--- src/rtl/pbd_pkg.sv ---
// Shared types and constants for the push button dimmer control.
package pbd_pkg;

    localparam int LEVEL_MAX_DEF = 127;
    localparam int TICK_W        = 32;
    localparam int CFG_IDX_W     = 1;
    localparam int CFG_DATA_W    = 32;
    localparam int OUT_LEVEL_W   = 7;
    localparam int LEVEL_EXT_W   = 8;

    typedef enum logic [1:0] {
        MODE_OFF     = 2'd0,
        MODE_ON      = 2'd1,
        MODE_DIMMING = 2'd2,
        MODE_MAXED   = 2'd3
    } t_mode;

    typedef enum logic [CFG_IDX_W-1:0] {
        REG_HOLD_THRESHOLD = 1'b0,
        REG_STEP_INTERVAL  = 1'b1
    } t_cfg_reg;

    typedef struct packed {
        logic [TICK_W-1:0] hold_threshold;
        logic [TICK_W-1:0] step_interval;
    } t_cfg;

    typedef struct packed {
        t_mode                  light_mode;
        logic [OUT_LEVEL_W-1:0] light_level;
        logic                   ramp_down;
        logic                   on_notify;
        logic                   off_notify;
        logic                   level_notify;
    } t_result;

endpackage

--- src/rtl/pbd_cfg.sv ---
// Configuration register file for hold threshold and step interval.
module pbd_cfg
    import pbd_pkg::*;
(
    input  logic                  i_clk,
    input  logic                  i_rst_n,
    input  logic                  i_cfg_we,
    input  logic [CFG_IDX_W-1:0]  i_cfg_idx,
    input  logic [CFG_DATA_W-1:0] i_cfg_wdata,
    output t_cfg                  o_cfg
);

    t_cfg r_cfg;

    always_ff @(posedge i_clk) begin
        if (!i_rst_n) begin
            r_cfg.hold_threshold <= TICK_W'(100);
            r_cfg.step_interval  <= TICK_W'(10);
        end else if (i_cfg_we) begin
            unique case (t_cfg_reg'(i_cfg_idx))
                REG_HOLD_THRESHOLD: r_cfg.hold_threshold <= i_cfg_wdata;
                REG_STEP_INTERVAL:  r_cfg.step_interval  <= i_cfg_wdata;
                default: ;
            endcase
        end
    end

    assign o_cfg = r_cfg;

endmodule

--- src/rtl/pbd_step.sv ---
// Dimmer state registers and the combinational step logic.
module pbd_step
    import pbd_pkg::*;
#(
    parameter int LEVEL_MAX = LEVEL_MAX_DEF
) (
    input  logic              i_clk,
    input  logic              i_rst_n,
    input  logic              i_fire,
    input  logic              i_button_down,
    input  logic [TICK_W-1:0] i_now_ticks,
    input  t_cfg              i_cfg,
    output t_result           o_res
);

    localparam int LW = $clog2(LEVEL_MAX + 1);
    localparam logic [LW-1:0] LVL_TOP = LW'(LEVEL_MAX);

    t_mode             r_mode;
    t_mode             n_mode;
    logic [LW-1:0]     r_level;
    logic [LW-1:0]     n_level;
    logic              r_dir_down;
    logic              n_dir_down;
    logic              r_pressed;
    logic              n_pressed;
    logic [TICK_W-1:0] r_last_time;
    logic [TICK_W-1:0] n_last_time;

    logic [TICK_W-1:0]      elapsed;
    logic                   take_hold;
    logic                   step_due;
    logic [LW-1:0]          step_level;
    logic                   step_dir;
    logic                   on_n;
    logic                   off_n;
    logic [LEVEL_EXT_W-1:0] level_ext;

    assign elapsed   = i_now_ticks - r_last_time;
    assign step_due  = elapsed > i_cfg.step_interval;
    assign take_hold = ((elapsed > i_cfg.hold_threshold) || (r_mode == MODE_DIMMING))
                       && (r_mode != MODE_MAXED);

    always_comb begin
        step_level = r_level;
        step_dir   = r_dir_down;
        if (!r_dir_down) begin
            if (r_level < LVL_TOP) step_level = r_level + LW'(1);
            if (step_level >= LVL_TOP) step_dir = 1'b1;
        end else begin
            if (r_level != '0) step_level = r_level - LW'(1);
            if (step_level == '0) step_dir = 1'b0;
        end
    end

    always_comb begin
        n_mode = r_mode;
        if (i_button_down) begin
            if (take_hold) begin
                n_mode = (r_mode == MODE_OFF) ? MODE_MAXED : MODE_DIMMING;
            end
        end else if (r_pressed) begin
            unique case (r_mode)
                MODE_ON:                            n_mode = MODE_OFF;
                MODE_OFF, MODE_DIMMING, MODE_MAXED: n_mode = MODE_ON;
                default:                            n_mode = MODE_OFF;
            endcase
        end
    end

    always_comb begin
        n_level     = r_level;
        n_dir_down  = r_dir_down;
        n_pressed   = r_pressed;
        n_last_time = r_last_time;
        on_n        = 1'b0;
        off_n       = 1'b0;
        if (i_button_down) begin
            n_pressed = 1'b1;
            if (take_hold) begin
                if (r_mode == MODE_OFF) begin
                    n_level = LVL_TOP;
                    on_n    = 1'b1;
                end else begin
                    if (step_due) begin
                        n_level    = step_level;
                        n_dir_down = step_dir;
                    end
                    n_last_time = i_now_ticks;
                end
            end
        end else begin
            n_pressed   = 1'b0;
            n_last_time = i_now_ticks;
            if (r_pressed) begin
                unique case (r_mode)
                    MODE_DIMMING: n_dir_down = ~r_dir_down;
                    MODE_OFF: begin
                        n_dir_down = 1'b1;
                        on_n       = 1'b1;
                    end
                    MODE_ON: begin
                        n_dir_down = 1'b0;
                        off_n      = 1'b1;
                    end
                    MODE_MAXED: n_dir_down = 1'b1;
                    default:    n_dir_down = r_dir_down;
                endcase
            end
        end
    end

    always_ff @(posedge i_clk) begin
        if (!i_rst_n) begin
            r_mode      <= MODE_OFF;
            r_level     <= '0;
            r_dir_down  <= 1'b0;
            r_pressed   <= 1'b0;
            r_last_time <= '0;
        end else if (i_fire) begin
            r_mode      <= n_mode;
            r_level     <= n_level;
            r_dir_down  <= n_dir_down;
            r_pressed   <= n_pressed;
            r_last_time <= n_last_time;
        end
    end

    assign level_ext = LEVEL_EXT_W'(n_level);

    always_comb begin
        o_res.light_mode   = n_mode;
        o_res.light_level  = level_ext[OUT_LEVEL_W-1:0];
        o_res.ramp_down    = n_dir_down;
        o_res.on_notify    = on_n;
        o_res.off_notify   = off_n;
        o_res.level_notify = (n_level != r_level);
    end

endmodule

--- src/rtl/push_button_dimmer_control.sv ---
// Top level of the single push button dimmer: input stage, step logic, result stage.
// A sample waits in the input register; its result is registered in the output stage.
// Throughput: one sample per cycle while i_ready is high; the update is one compare/subtract.
// While a result waits for i_ready, an empty input register still takes one new sample.
// Reset (synchronous, i_rst_n low): mode off, level 0, ramp up, button released,
// last time 0, hold threshold 100, step interval 10, both stages empty.
module push_button_dimmer_control
    import pbd_pkg::*;
#(
    parameter int LEVEL_MAX = LEVEL_MAX_DEF
) (
    input  logic                   i_clk,
    input  logic                   i_rst_n,
    input  logic                   i_valid,
    output logic                   o_ready,
    input  logic                   i_button_down,
    input  logic [TICK_W-1:0]      i_now_ticks,
    output logic                   o_valid,
    input  logic                   i_ready,
    output logic [1:0]             o_light_mode,
    output logic [OUT_LEVEL_W-1:0] o_light_level,
    output logic                   o_ramp_down,
    output logic                   o_on_notify,
    output logic                   o_off_notify,
    output logic                   o_level_notify,
    input  logic                   i_cfg_we,
    input  logic [CFG_IDX_W-1:0]   i_cfg_idx,
    input  logic [CFG_DATA_W-1:0]  i_cfg_wdata
);

    t_cfg              cfg;
    t_result           step_res;
    logic              advance;
    logic              r_in_valid;
    logic              r_button_down;
    logic [TICK_W-1:0] r_now_ticks;
    logic              r_out_valid;
    t_result           r_res;

    assign advance = r_in_valid && (!r_out_valid || i_ready);
    assign o_ready = !r_in_valid || advance;

    pbd_cfg u_cfg (
        .i_clk       (i_clk),
        .i_rst_n     (i_rst_n),
        .i_cfg_we    (i_cfg_we),
        .i_cfg_idx   (i_cfg_idx),
        .i_cfg_wdata (i_cfg_wdata),
        .o_cfg       (cfg)
    );

    pbd_step #(
        .LEVEL_MAX (LEVEL_MAX)
    ) u_step (
        .i_clk         (i_clk),
        .i_rst_n       (i_rst_n),
        .i_fire        (advance),
        .i_button_down (r_button_down),
        .i_now_ticks   (r_now_ticks),
        .i_cfg         (cfg),
        .o_res         (step_res)
    );

    always_ff @(posedge i_clk) begin
        if (!i_rst_n) begin
            r_in_valid <= 1'b0;
        end else if (o_ready) begin
            r_in_valid <= i_valid;
        end
    end

    always_ff @(posedge i_clk) begin
        if (i_valid && o_ready) begin
            r_button_down <= i_button_down;
            r_now_ticks   <= i_now_ticks;
        end
    end

    always_ff @(posedge i_clk) begin
        if (!i_rst_n) begin
            r_out_valid <= 1'b0;
        end else if (advance) begin
            r_out_valid <= 1'b1;
        end else if (i_ready) begin
            r_out_valid <= 1'b0;
        end
    end

    always_ff @(posedge i_clk) begin
        if (advance) begin
            r_res <= step_res;
        end
    end

    assign o_valid        = r_out_valid;
    assign o_light_mode   = r_res.light_mode;
    assign o_light_level  = r_res.light_level;
    assign o_ramp_down    = r_res.ramp_down;
    assign o_on_notify    = r_res.on_notify;
    assign o_off_notify   = r_res.off_notify;
    assign o_level_notify = r_res.level_notify;

    localparam logic [LEVEL_EXT_W-1:0] LVL_TOP_EXT = LEVEL_EXT_W'(LEVEL_MAX);

    a_notify_excl: assert property (@(posedge i_clk) disable iff (!i_rst_n)
        o_valid |-> !(o_on_notify && o_off_notify))
        else $error("on and off notify both set");

    a_on_mode: assert property (@(posedge i_clk) disable iff (!i_rst_n)
        (o_valid && o_on_notify) |->
            (o_light_mode == MODE_ON || o_light_mode == MODE_MAXED))
        else $error("on notify with light not on");

    a_off_mode: assert property (@(posedge i_clk) disable iff (!i_rst_n)
        (o_valid && o_off_notify) |-> (o_light_mode == MODE_OFF && !o_ramp_down))
        else $error("off notify with wrong mode or ramp");

    a_maxed_level: assert property (@(posedge i_clk) disable iff (!i_rst_n)
        (o_valid && o_light_mode == MODE_MAXED) |->
            (o_light_level == LVL_TOP_EXT[OUT_LEVEL_W-1:0]))
        else $error("maxed light below full level");

    a_no_result_without_input: assert property (@(posedge i_clk) disable iff (!i_rst_n)
        (!r_in_valid && (!o_valid || i_ready)) |=> !o_valid)
        else $error("result without a sample");

endmodule

--- config.mk ---
export PLATFORM = sky130hd
export DESIGN_NAME = push_button_dimmer_control
export DESIGN_NICKNAME = d
export VERILOG_FILES = /design/src/rtl/pbd_pkg.sv /design/src/rtl/pbd_cfg.sv /design/src/rtl/pbd_step.sv /design/src/rtl/push_button_dimmer_control.sv
export SDC_FILE = /design/constraint.sdc
export NUM_CORES = 1
export LEC_CHECK = 0
export ABC_AREA = 1
export ABC_CLOCK_PERIOD_IN_PS = 4900
export BUFFER_PORTS_ARGS = -buffer_cell sky130_fd_sc_hd__clkbuf_2
export CAP_MARGIN = 20
export CORE_UTILIZATION = 55
export DETAILED_ROUTE_END_ITERATION = 7
export GPL_TIMING_DRIVEN = 0
export PLACE_DENSITY = 0.71
export SLEW_MARGIN = 5
export SYNTH_ARGS = -nofsm -noshare
export SYNTH_HDL_FRONTEND = slang
export SYNTH_SLANG_ARGS = --single-unit
--- constraint.sdc ---
create_clock -name i_clk -period 4.9 [get_ports i_clk]
set_input_delay 0.98 -clock i_clk [delete_from_list [all_inputs] [get_ports i_clk]]
set_output_delay 0.98 -clock i_clk [all_outputs]
set_load 0.01 [all_outputs]
==> impl_metrics.csv <==
group,metric,value,unit
synthesis,synth_nets,1346,
route,via_per_inst,5.45,
placed_design,port_buffers,84,
clock_network,cts_made_buffers,17,
clock_network,cts_hold_buf,0,
min_path,hold_depth,2,
route,wirelength,23800,um
synthesis,yosysWarningCount,0,
run_status,status,"completed",
final_layout,diodes,0,
timing,worst_pin_slew,793,ps
timing,clock.fmax,212,MHz
clock_network,insertion_delay,430,ps
timing,slew_viol_final,0,
min_path,min_to,"u_step.r_last_time[6]$_SDFFE_PN0P_",
final_layout,seqCellArea,0.00356,mm2
synthesis,netlist.top_cell.by_area,"dfxtp_1",
power_and_ir_drop,p_per_area,376,mW/mm2
worst_setup_path,path_class,"reg2reg",
worst_setup_path,critPathBufInv,4,
final_layout,syn_to_final_growth,18.3,%
synthesis,synth_top_area_share,23.4,%
floorplanning,rows,47,
min_path,hold_class,"reg2reg",
route,ant_nets,0,
global_route,grt_pass1_vias,7675,
floorplanning,die-area,0.0175,mm2
power_and_ir_drop,power.leakage,4.80,nW
clock_network,clockBufferDepth,2,
worst_setup_path,path_delay_family,"simple AND/OR/NAND/NOR gates",
worst_setup_path,rrSetupSlack,190,ps
route,dr.first_iter.drc_count,746,
timing,rsz0062_at_grt,"true",
timing,min_period,4710,ps
placed_design,place_congestion,0.939,
timing,fin_hold_ws,458,ps
worst_setup_path,worstPathRequired,5220,ps
worst_setup_path,cp_max_fo,10,
floorplanning,initial_utilization,56.2,%
worst_setup_path,ff2ff_path_depth,30,
worst_setup_path,arrival,5030,ps
power_and_ir_drop,max-vdd-ir-drop,0.273,mV
synthesis,synth.distinct_cells,46,
global_route,grt_pass1_wl,37600,um
synthesis,synth_cells,1172,
synthesis,ys_ff_latch,155,
worst_setup_path,r2r_start,"r_now_ticks[0]$_DFFE_PP_",
final_layout,multi_input_area,0.00513,mm2
timing,period_share,96.2,%
worst_setup_path,endpoint_kind,"flop",
worst_setup_path,slowest_delay,410,ps
global_route,grt_max_degree,34,
floorplanning,core_area,0.0166,mm2
synthesis,ys.flop_type,"dfxtp_1",
floorplanning,num_io_pins,86,
route,num_vias,8339,
global_route,grt_overflow,0,
clock_network,cts_tree,"done",
worst_setup_path,crit_top_cell,"nand2_1",
final_layout,nNetsFinal,1471,
route,wl_per_cell,15.6,um
placed_design,dp_hpwl,17600,um
worst_setup_path,cp_slowest_cell,"edfxtp_1",
final_layout,drive_gt1_share,16.3,%
floorplanning,dieWidth,132,um
clock_network,cts.clk_slew.worst_paths,60,ps
timing,setup-violations-final,0,
floorplanning,fp.dieH,132,um
timing,relSlewSlack,47.1,%
timing,hold_viol,0,
synthesis,synthTopCellsByArea,"dfxtp_1, edfxtp_1, ha_1, a21oi_1, nand2_1",
route,drtPass1Iterations,5,
worst_setup_path,critPathLaunchType,"flop",
clock_network,htreeDepth,4,
global_route,grt_usage,27.4,%
clock_network,cts-root-buf,"clkbuf_16",
placed_design,place_area,0.0100,mm2
global_route,antenna_found_initial,0,
synthesis,synthArstFlopShare,0,%
clock_network,clkSinkCount,155,
worst_setup_path,r2r-end,"u_step.r_last_time[23]$_SDFFE_PN0P_",
final_layout,fillers,1422,
min_path,hp-start,"u_step.r_last_time[6]$_SDFFE_PN0P_",
timing,fin_skew,8.05,ps
route,route.detailed.drc,0,
synthesis,synth-seq-area-share,38.2,%
final_layout,postLayoutCellArea,0.0110,mm2
flow_run,drv_cap,0,
synthesis,avgSynthCellArea,7.95,um2
synthesis,syn-cell-area,0.00932,mm2
synthesis,synth_enable_flop_cells,46,
-- synth_stat cells, types with 4 or more instances --
cell / n
clkbuf_1: 25
o21ai_2: 4
nand2_2: 5
nand2_1: 170
ha_1: 102
nand3_1: 48
xor2_1: 25
buf_6: 7
a31oi_1: 7
inv_2: 4
o21ai_0: 99
nor3_1: 5
edfxtp_1: 46
xnor2_1: 11
o21a_1: 5
o21bai_1: 9
inv_1: 160
a21o_1: 6
o211ai_1: 9
nor2_1: 66
dfxtp_1: 109
a21oi_1: 161
nand4_1: 12
a21oi_2: 9
o21ai_1: 36
-- repair_timing --
item | 4_1_cts | 5_1_grt
gates resized for setup | 4 | 43
cloned | 0 | 2
setup buffers | 0 | 19
pin swaps | 0 | 16
endpoints found under the setup margin | 47 | 51
-- flip-flops by register name (all words and copies together) (netlist names), 2 cells and up --
name and cells:
o_light_level 7, o_light_mode 2, r_now_ticks 32, u_cfg.o_cfg 64, u_step.r_last_time 32, u_step.r_level 7, u_step.r_mode 2
-- routing by layer --
metal | vias up | global-route usage, % | routed length, um
met3 | 48 | 5.27 | 1430
met2 | 264 | 44.2 | 10900
met5 | - | 0 | 0
met1 | 3825 | 36.9 | 10900
met4 | 0 | 9.26 | 572
li1 | 4202 | - | -
-- worst max path at each step --
stage	startpoint	end	slack, ps	cells past startpoint
detailed placement	r_now_ticks[0]$_DFFE_PP_	o_light_level[1]$_DFFE_PP_	-200	25
finish	r_now_ticks[0]$_DFFE_PP_	u_step.r_last_time[23]$_SDFFE_PN0P_	190	30
CTS	r_now_ticks[0]$_DFFE_PP_	u_step.r_last_time[13]$_SDFFE_PN0P_	2	27
floorplan	r_now_ticks[0]$_DFFE_PP_	o_level_notify$_DFFE_PP_	960	28
global route	r_now_ticks[0]$_DFFE_PP_	u_step.r_last_time[23]$_SDFFE_PN0P_	-90	30
global placement	r_now_ticks[0]$_DFFE_PP_	o_light_level[1]$_DFFE_PP_	-220	25
-- power by group --
group          internal [mW]  total (mW)  switching [mW]  leakage, nW
Clock                  0.798        1.34           0.540        0.294
Combinational          0.523        1.35           0.832         3.16
Sequential              1.42        1.46          0.0341         1.34
Total                   2.74        4.15            1.41         4.80
-- final cells by class --
class	instances	share of cell area, %
clock buffers	26	5.12
inverters	166	5.65
flip-flops and latches	155	32.3
repair buffers	105	5.47
plain buffers	39	2.00
clock inverters	6	0.397
multi-input cells	813	46.6
well taps	220	2.50
-- worst min-delay path: cells and delay by family, from the launching register on --
family / cells / cell delay, ps
flops: 1 / 290
buf+inv: 1 / 60
compound gates: 1 / 60
-- placed cells by master (no fill, tap or decap), drive strengths merged --
master    count
or2           2
a21o          6
a21oi       170
edfxtp       46
buf          33
o211ai        9
fa            1
nor2         68
clkinvlp      2
nand4        13
nand2       179
and2          1
a31oi         7
nand3b        3
nor3          7
xnor2        11
ha          102
a21boi        2
clkinv        5
o21a          5
o21ai       140
o21bai        9
nor4          3
clkbuf      137
xor2         25
nand3        49
inv         165
dfxtp       109
a211oi        1
-- cell families after synthesis --
logic type	synth area share, %
adder cells (fa/ha/maj)	13.9
AO/OA/AOI/OAI	20.3
XOR/XNOR	3.38
buffers and inverters	8.91
AND/OR/NAND/NOR	15.2
flip-flops	38.2
-- through the flow --
step	util [%]	cells	power, mW	TNS (ps)	worst slack (ps)
after floorplan	-	1172	2.39	0	959
final	66.5	1530	4.15	0	188
after global routing	66.5	1530	4.40	-2240	-89.4
after detailed placement	60.4	1476	2.70	-4470	-200
after global placement	60.4	1476	2.68	-4100	-223
after CTS	64.2	1508	4.04	0	1.75
Note: power is estimated with default switching activity, not from simulation.
